## config.mk

```make
export PLATFORM = sky130hd
export DESIGN_NAME = rotary_knob_parameter_editor
export DESIGN_NICKNAME = d
export VERILOG_FILES = /design/src/hw/rtl/rkpe_pkg.sv /design/src/hw/rtl/rotary_knob_parameter_editor.sv
export SDC_FILE = /design/constraint.sdc
export NUM_CORES = 1
export LEC_CHECK = 0
export ABC_CLOCK_PERIOD_IN_PS = 8400
export BUFFER_PORTS_ARGS = -buffer_cell sky130_fd_sc_hd__buf_2
export CORE_UTILIZATION = 57
export DETAILED_ROUTE_END_ITERATION = 12
export GPL_ROUTABILITY_DRIVEN = 0
export PLACE_DENSITY = 0.86
export REMOVE_ABC_BUFFERS = 1
export SYNTH_ARGS = -nofsm -noshare
export SYNTH_HDL_FRONTEND = slang
export SYNTH_SLANG_ARGS = --single-unit
export TNS_END_PERCENT = 50
```

## constraint.sdc

```tcl
create_clock -name clk_i -period 8.4 [get_ports clk_i]
set_input_delay 0.84 -clock clk_i [delete_from_list [all_inputs] [get_ports clk_i]]
set_output_delay 0.84 -clock clk_i [all_outputs]
set_load 0.01 [all_outputs]
```

## src/hw/rtl/rkpe_pkg.sv

```systemverilog
`timescale 1ns / 1ps
// ----------------------------------------------------------------------------
// Rotary knob parameter editor package
// Shared widths, menu codes, transfer payload types and the sequencer states.
// ----------------------------------------------------------------------------
package rkpe_pkg;

  // Width of the quadrature counter that is compared between samples.
  localparam int CountBits = 16;

  localparam int FreqBits  = 24;
  localparam int ScaleBits = 20;
  localparam int DutyBits  = 7;
  localparam int StepBits  = $clog2(FreqBits);

  // The step scale is always a power of ten, kept as its exponent.
  localparam int          ScaleExpMax  = 6;
  localparam int          ScaleExpBits = 3;

  localparam logic [1:0] MenuFreq  = 2'd0;
  localparam logic [1:0] MenuScale = 2'd1;
  localparam logic [1:0] MenuDuty  = 2'd2;
  localparam logic [1:0] MenuSave  = 2'd3;

  localparam logic KindKnob   = 1'b0;
  localparam logic KindButton = 1'b1;

  localparam logic [CountBits-1:0] LastCountReset = CountBits'(32'h7FFF);
  localparam logic [FreqBits-1:0]  MaxFreqReset   = FreqBits'(8000000);
  localparam logic [DutyBits-1:0]  MaxDutyReset   = DutyBits'(100);
  localparam logic [DutyBits-1:0]  DutyReset      = DutyBits'(50);

  typedef struct packed {
    logic        kind;
    logic [15:0] knob_count;
  } rkpe_in_t;

  typedef struct packed {
    logic [1:0]  menu_item;
    logic        editing;
    logic [23:0] frequency_value;
    logic [19:0] step_scale;
    logic [6:0]  duty_value;
    logic        save_choice;
  } rkpe_out_t;

  typedef enum logic [1:0] {
    StIdle,
    StDiv,
    StApply,
    StEmit
  } rkpe_state_e;

  // Power of ten for a scale exponent.
  function automatic logic [ScaleBits-1:0] pow10(input logic [ScaleExpBits-1:0] e);
    logic [ScaleBits-1:0] v;
    unique case (e)
      3'd0:    v = ScaleBits'(1);
      3'd1:    v = ScaleBits'(10);
      3'd2:    v = ScaleBits'(100);
      3'd3:    v = ScaleBits'(1000);
      3'd4:    v = ScaleBits'(10000);
      3'd5:    v = ScaleBits'(100000);
      3'd6:    v = ScaleBits'(1000000);
      default: v = ScaleBits'(1);
    endcase
    return v;
  endfunction

endpackage

```

## src/hw/rtl/rotary_knob_parameter_editor.sv

```systemverilog
`timescale 1ns / 1ps
// ----------------------------------------------------------------------------
// Rotary knob parameter editor
// Front-panel editor for a PWM generator: knob samples and button presses
// move through a four-item menu and edit frequency, scale, duty and save.
// ----------------------------------------------------------------------------
//
//  Channel  Direction  Handshake                 Payload
//  -------  ---------  ------------------------  -------------------------
//  in       sink       in_valid_i / in_stall_o   rkpe_in_t  (kind, count)
//  out      source     out_valid_o / out_stall_i rkpe_out_t (menu state)
//  cfg      APB slave  psel/penable/pwrite       max_frequency, max_duty
//
// A button press, a zero turn or any turn other than a frequency edit
// goes from idle to the emit state. A frequency edit first passes the
// divide and apply states: one shared 21-bit subtractor runs a 24-step
// restoring division of frequency by scale for the scale's decimal digit.
// All control state clears on the asynchronous reset. A stalled result is
// held in the output register; the block takes the next item meanwhile and
// only waits if it finishes before the held result has been taken.
module rotary_knob_parameter_editor (
  input  logic                clk_i,
  input  logic                rst_ni,
  input  logic                in_valid_i,
  output logic                in_stall_o,
  input  rkpe_pkg::rkpe_in_t  in_item_i,
  output logic                out_valid_o,
  input  logic                out_stall_i,
  output rkpe_pkg::rkpe_out_t out_item_o,
  input  logic                psel,
  input  logic                penable,
  input  logic                pwrite,
  input  logic [2:0]          paddr,
  input  logic [31:0]         pwdata,
  output logic [31:0]         prdata,
  output logic                pready
);
  import rkpe_pkg::*;

  // Sequencer and editor state.
  rkpe_state_e             state_q, state_d;
  logic [1:0]              menu_q, menu_d;
  logic                    edit_q, edit_d;
  logic [FreqBits-1:0]     freq_q, freq_d;
  logic [ScaleExpBits-1:0] scale_exp_q, scale_exp_d;
  logic [DutyBits-1:0]     duty_q, duty_d;
  logic                    save_q, save_d;
  logic [CountBits-1:0]    last_q, last_d;

  // Divider working registers.
  logic                    dir_up_q, dir_up_d;
  logic [ScaleBits-1:0]    rem_q, rem_d;
  logic [3:0]              digit_q, digit_d;
  logic [StepBits-1:0]     step_q, step_d;

  // Output register.
  logic                    out_valid_q, out_valid_d;
  rkpe_out_t               out_q, out_d;

  // Configuration registers.
  logic [FreqBits-1:0]     max_freq_q;
  logic [DutyBits-1:0]     max_duty_q;

  logic                    in_fire;
  logic                    cfg_write;
  logic [CountBits-1:0]    cur_count;
  logic [CountBits-1:0]    diff;
  logic                    turn_up;
  logic [ScaleBits-1:0]    scale;
  logic [ScaleBits:0]      trial;
  logic                    trial_ge;
  logic [4:0]              digit_dbl;
  logic [FreqBits:0]       freq_sum;

  assign pready    = 1'b1;
  assign cfg_write = psel && penable && pwrite && pready;

  // The address decodes on bit 2 alone: byte address 0 is the frequency
  // limit and byte address 4 the duty limit.
  assign prdata = paddr[2] ? 32'(max_duty_q) : 32'(max_freq_q);

  always_ff @(posedge clk_i or negedge rst_ni) begin
    if (!rst_ni) begin
      max_freq_q <= MaxFreqReset;
      max_duty_q <= MaxDutyReset;
    end else if (cfg_write) begin
      if (paddr[2]) begin
        max_duty_q <= pwdata[DutyBits-1:0];
      end else begin
        max_freq_q <= pwdata[FreqBits-1:0];
      end
    end
  end

  // Items are taken only while the sequencer is idle.
  assign in_stall_o = (state_q != StIdle);
  assign in_fire    = in_valid_i && !in_stall_o;

  // The turn direction is the sign of the wrapped counter difference.
  assign cur_count = in_item_i.knob_count[CountBits-1:0];
  assign diff      = cur_count - last_q;
  assign turn_up   = !diff[CountBits-1];

  assign scale = pow10(scale_exp_q);

  // One restoring division step, most significant frequency bit first. The
  // quotient is only needed modulo ten, so it is folded as it is built.
  assign trial     = {rem_q, freq_q[step_q]};
  assign trial_ge  = (trial >= {1'b0, scale});
  assign digit_dbl = {digit_q, trial_ge};

  assign freq_sum = {1'b0, freq_q} + {{(FreqBits + 1 - ScaleBits){1'b0}}, scale};

  always_comb begin
    state_d     = state_q;
    menu_d      = menu_q;
    edit_d      = edit_q;
    freq_d      = freq_q;
    scale_exp_d = scale_exp_q;
    duty_d      = duty_q;
    save_d      = save_q;
    last_d      = last_q;
    dir_up_d    = dir_up_q;
    rem_d       = rem_q;
    digit_d     = digit_q;
    step_d      = step_q;
    out_valid_d = out_valid_q;
    out_d       = out_q;

    // The held result leaves once the receiver takes it.
    if (out_valid_q && !out_stall_i) begin
      out_valid_d = 1'b0;
    end

    unique case (state_q)
      StIdle: begin
        if (in_fire) begin
          state_d = StEmit;
          if (in_item_i.kind == KindButton) begin
            edit_d = !edit_q;
          end else begin
            last_d = cur_count;
            if (diff != '0) begin
              if (!edit_q) begin
                if (turn_up && menu_q != MenuSave) begin
                  menu_d = menu_q + 2'd1;
                end else if (!turn_up && menu_q != MenuFreq) begin
                  menu_d = menu_q - 2'd1;
                end
              end else begin
                unique case (menu_q)
                  MenuFreq: begin
                    // The digit test needs the divider first.
                    state_d  = StDiv;
                    dir_up_d = turn_up;
                    rem_d    = '0;
                    digit_d  = '0;
                    step_d   = StepBits'(FreqBits - 1);
                  end
                  MenuScale: begin
                    if (turn_up && scale_exp_q < ScaleExpBits'(ScaleExpMax)) begin
                      scale_exp_d = scale_exp_q + 1'b1;
                    end else if (!turn_up && scale_exp_q != '0) begin
                      scale_exp_d = scale_exp_q - 1'b1;
                    end
                  end
                  MenuDuty: begin
                    if (turn_up && duty_q < max_duty_q) begin
                      duty_d = duty_q + 1'b1;
                    end else if (!turn_up && duty_q != '0) begin
                      duty_d = duty_q - 1'b1;
                    end
                  end
                  MenuSave: begin
                    save_d = !save_q;
                  end
                  default: begin
                    save_d = save_q;
                  end
                endcase
              end
            end
          end
        end
      end

      StDiv: begin
        rem_d   = trial_ge ? ScaleBits'(trial - {1'b0, scale}) : trial[ScaleBits-1:0];
        digit_d = (digit_dbl >= 5'd10) ? 4'(digit_dbl - 5'd10) : digit_dbl[3:0];
        step_d  = step_q - 1'b1;
        if (step_q == '0) begin
          state_d = StApply;
        end
      end

      StApply: begin
        // No carry or borrow: the digit at the scale must stay within 0..9.
        if (dir_up_q && digit_q < 4'd9 && freq_sum <= {1'b0, max_freq_q}) begin
          freq_d = freq_sum[FreqBits-1:0];
        end else if (!dir_up_q && digit_q != '0 &&
                     freq_q >= {{(FreqBits - ScaleBits){1'b0}}, scale}) begin
          freq_d = freq_q - {{(FreqBits - ScaleBits){1'b0}}, scale};
        end
        state_d = StEmit;
      end

      StEmit: begin
        if (!out_valid_q || !out_stall_i) begin
          out_valid_d               = 1'b1;
          out_d.menu_item           = menu_q;
          out_d.editing             = edit_q;
          out_d.frequency_value     = freq_q;
          out_d.step_scale          = scale;
          out_d.duty_value          = duty_q;
          out_d.save_choice         = save_q;
          state_d                   = StIdle;
        end
      end

      default: begin
        state_d = StIdle;
      end
    endcase
  end

  always_ff @(posedge clk_i or negedge rst_ni) begin
    if (!rst_ni) begin
      state_q     <= StIdle;
      menu_q      <= MenuSave;
      edit_q      <= 1'b0;
      freq_q      <= '0;
      scale_exp_q <= '0;
      duty_q      <= DutyReset;
      save_q      <= 1'b0;
      last_q      <= LastCountReset;
      out_valid_q <= 1'b0;
      step_q      <= '0;
    end else begin
      state_q     <= state_d;
      menu_q      <= menu_d;
      edit_q      <= edit_d;
      freq_q      <= freq_d;
      scale_exp_q <= scale_exp_d;
      duty_q      <= duty_d;
      save_q      <= save_d;
      last_q      <= last_d;
      out_valid_q <= out_valid_d;
      step_q      <= step_d;
    end
  end

  // Divider data and the result payload need no reset.
  always_ff @(posedge clk_i) begin
    dir_up_q <= dir_up_d;
    rem_q    <= rem_d;
    digit_q  <= digit_d;
    out_q    <= out_d;
  end

  assign out_valid_o = out_valid_q;
  assign out_item_o  = out_q;

`ifndef SYNTHESIS
  // The scale exponent never passes six, so the scale never passes one million.
  a_scale_range: assert property (@(posedge clk_i) disable iff (!rst_ni)
    scale_exp_q <= ScaleExpBits'(ScaleExpMax))
    else $error("scale exponent out of range");

  // Every transfer in leaves the sequencer busy with that item.
  a_busy_after_take: assert property (@(posedge clk_i) disable iff (!rst_ni)
    in_fire |=> (state_q != StIdle))
    else $error("accepted item did not start work");

  // The folded quotient digit stays a decimal digit during division.
  a_digit_decimal: assert property (@(posedge clk_i) disable iff (!rst_ni)
    (state_q == StDiv || state_q == StApply) |-> (digit_q < 4'd10))
    else $error("divider digit not decimal");

  // A finished division always goes straight to the update step.
  a_div_end: assert property (@(posedge clk_i) disable iff (!rst_ni)
    (state_q == StDiv && step_q == '0) |=> (state_q == StApply))
    else $error("division did not finish in order");
`endif

endmodule
```

==> impl_results.md <==
- Status: finished, final reports clean
- H-tree depth: 4
- Post-route setup TNS: 0 ns
- Design area: 13500 µm²
- Die area: 21700 µm²
- Placed cell areas: 12900 µm²
- Crit path kind: register to register
- FF/Latch Area: 4590 µm²
- Leakage power: 6.20 nW
- DRC: 0
- Core ar.: 20500 µm²
- Die width: 147 µm
- Sequential-to-total area share from yosys stat: 38.1%
- Multi-input gate area: 6840 µm²
- Die H: 147 µm
- Grt ovf: 0
- M2 GR Usage: 45.7%
- Crit end category: register
- Setup Fix Bufs, Post-CTS: 0
- Port Buffer Count: 127
- Total number of yosys warnings: 0
- Logic pwr share: 62.5%
- Vias per cell: 5.97
- # IOs: 149
- ANT cells: 0
- End point of the critical path: freq_q[11]
- Worst skew pair latency: 0.43 ns
- Reg2Reg Capture Point: freq_q[11]
- Clk buf depth: 2
- NetSw: 2.82 mW
- Sequential share of power: 25.1%
- Vias: 9773
- # setup viols final: 0
- Synthesized cell area: 12000 µm²
- Largest net degree at the start of global routing: 68
- Worst-path clk slew: 0.07 ns
- Crit-path max FO: 14
- Share of cells above drive strength 1: 19.3%
- # rows: 52
- Post-Syn Area per Cell: 9.67 µm²
- Power Internal: 3.33 mW
- Max IR drop VDD: 0.231 mV
- FILL cells: 1621
- Gate Count Post-Synth: 1246
- Hold Path Class: input port to async pin
- Slew headroom: 20.1%
- Ys async rst share: 55.7%
- Global-route wire length before repair: 45900 µm
- Setup crit start kind: register
- Post-DP HPWL: 21200 µm
- EDFF count, synth: 74
- FF+latch count, synth: 167
- Initial drt markers: 724
- Start of the worst register-to-register path: scale_exp_q[1]
- Routed Antenna Nets: 0
- Total CTS buffers: 17
- Power, Total: 6.15 mW
- CTS tree: built
- Area grow syn2layout: 11.7%
- Vias in the first global route: 9512
- Initial Util: 58.8%
- Final core occ: 65.6%
- Reg2reg setup slack: 0.62 ns
- Post-Route WL: 28100 µm
- Switching Fraction: 45.9%
- Worst hold slack: 0.305 ns
- Slew Limit Fails: 0
- Met3 Resource Use GR: 4.81%
- Reg2Reg Depth: 27
- Peak Freq: 0.129 GHz
- Unrepaired setup endpoints after global routing: false
- WP data required: 8.71 ns
- Maxcap violations: 0
- Post-CTS sizing: 0
- GRT Resource Usage Total: 26.6%
- Period Utilization, post-route: 92.6%
- WL per Instance: 17.2 µm
- Hold Vio Cnt, Final: 0
- Number of hold buffers added after cts: 0
- Grt peak-use layer: met2
- Pwr per Cell Area: 457 nW/µm²
- Initial antenna violation count: 0
- Distinct cells, synth: 75
- Worst slew pin tran: 1.20 ns
- Setup crit start: scale_exp_q[1]
- GR Layer Usage met1: 33.2%
- Clock share of power: 12.5%
- Clock Root Buffer: clkbuf_16
- WP data arrival: 8.09 ns
- Final #Nets: 1541
- Synth Flop Type: edfxtp_1
- Min cycle time layout: 7.78 ns
- Clk sink count: 167
- Clk_skew: 0.0103 ns
- Pre-antenna DRT Iters: 5
## power by group through the flow
stage	Combinational, mW	Clock [mW]	Sequential (mW)
2_1_floorplan	2.84	0	1.51
3_3_place_gp	3.61	0	1.53
3_5_place_dp	3.76	0	1.55
4_1_cts	3.80	0.779	1.54
5_1_grt	4.24	0.812	1.58
6_report	3.84	0.768	1.54
## logic make-up after synthesis
| logic type | Yosys count | synth area share, % |
|---|---|---|
| AO/OA/AOI/OAI | 293 | 15.7 |
| XOR/XNOR | 78 | 5.67 |
| adder cells (fa/ha/maj) | 127 | 13.5 |
| buffers and inverters | 163 | 5.70 |
| flip-flops | 167 | 38.1 |
| multiplexers | 78 | 7.64 |
| other | 2 | 0.0623 |
| AND/OR/NAND/NOR | 338 | 13.7 |
## metrics by stage
| step | worst slack, ns | std cells |
|---|---|---|
| after CTS | 0.804 | 1638 |
| final | 0.619 | 1638 |
| after detailed placement | 0.976 | 1606 |
| after global placement | 1.17 | 1606 |
| after floorplan | 2.15 | 1201 |
| after global routing | 0.0835 | 1638 |
## worst min path at each step
stage / end / cells past startpoint
floorplan: save_q / 1
global placement: out_item_o[0] / 0
detailed placement: out_item_o[0] / 0
CTS: max_freq_q[23] / 1
global route: max_freq_q[16] / 1
finish: max_freq_q[16] / 1
## sequential cells by signal, summed over array words and instances, names as in the netlist
signal / count
max_freq_q: 24
scale_exp_q: 3
dir_up_q: 1
step_q: 5
menu_q: 2
out_valid_o: 1
save_q: 1
digit_q: 4
last_q: 16
duty_q: 7
edit_q: 1
state_q: 2
out_item_o: 49
max_duty_q: 7
rem_q: 20
freq_q: 24
## critical path: stages (launching register included)
cell and delay (ns):
dfrtp_1 0.46, inv_1 0.11, ha_1 0.24, mux2i_1 0.32
inv_1 0.17, or3_1 0.41, o21ai_0 0.19, inv_1 0.16
nor2_1 0.25, ha_1 0.41, nor2_1 0.18, o21ai_0 0.18
a2111oi_0 0.62, o21a_1 0.25, o21ai_1 0.14, a2111oi_0 0.67
nor2_1 0.14, xnor2_1 0.16, ha_1 0.28, nand3_1 0.07
nor2_1 0.14, nand3_1 0.11, a21o_1 0.21, a31oi_1 0.31
o31a_1 0.56, o21a_1 0.52, o21ai_0 0.21, xnor2_1 0.16
## placed cells by master, fill, tap and decap left out, types with 14 or more instances in the layout
cell type    n
nor3_1      17
dfstp_2     30
nor2b_1     16
clkbuf_16   20
nand2_1     85
a211oi_1    14
buf_2      126
mux2i_1     32
nor2_1     104
o21ai_0     82
ha_1       122
nand3_1     23
edfxtp_1    74
dfrtp_1     63
a21oi_1     67
xor2_1      23
xnor2_1     55
mux2_2      36
a21o_1      28
inv_1      108
## Yosys cell counts (all sizes together), types with 6 or more instances
| cell type | number | area (µm²) |
|---|---|---|
| nor3 | 17 | 85.1 |
| nor2 | 104 | 390 |
| o211ai | 9 | 67.6 |
| nand2 | 85 | 319 |
| nand3 | 23 | 115 |
| buf | 23 | 161 |
| clkbuf | 31 | 116 |
| or3 | 13 | 86.3 |
| a211oi | 15 | 118 |
| mux4 | 6 | 135 |
| o21bai | 12 | 90.1 |
| dfstp | 30 | 788 |
| o31ai | 6 | 63.8 |
| o21ai | 85 | 425 |
| xor2 | 23 | 201 |
| nand2b | 13 | 81.3 |
| edfxtp | 74 | 2220 |
| dfrtp | 63 | 1580 |
| mux2i | 32 | 320 |
| o21a | 12 | 90.1 |
| ha | 122 | 1530 |
| nor2b | 17 | 114 |
| a31oi | 10 | 62.6 |
| and2 | 12 | 76.3 |
| a21o | 29 | 219 |
| nand4 | 13 | 81.3 |
| mux2 | 40 | 465 |
| and3 | 12 | 75.1 |
| xnor2 | 55 | 482 |
| or2 | 6 | 37.5 |
| a21oi | 67 | 335 |
| inv | 108 | 405 |
## layer usage
layer  wire length (µm)  part of all wire (%)
met1              11700                    42
met2              13900                    49
met3               1800                   6.4
met4                757                   2.7
met5                  0                     0
## area by class of cell
class,count,share of cell area [%]
Inverter,109,3.04
Clock buffer,23,3.88
Multi-Input combinational cell,925,50.8
Sequential cell,167,34.1
Timing Repair Buffer,135,5.19
Tap cell,270,2.51
Clock inverter,9,0.446
Power figures use the tool's default switching activity.
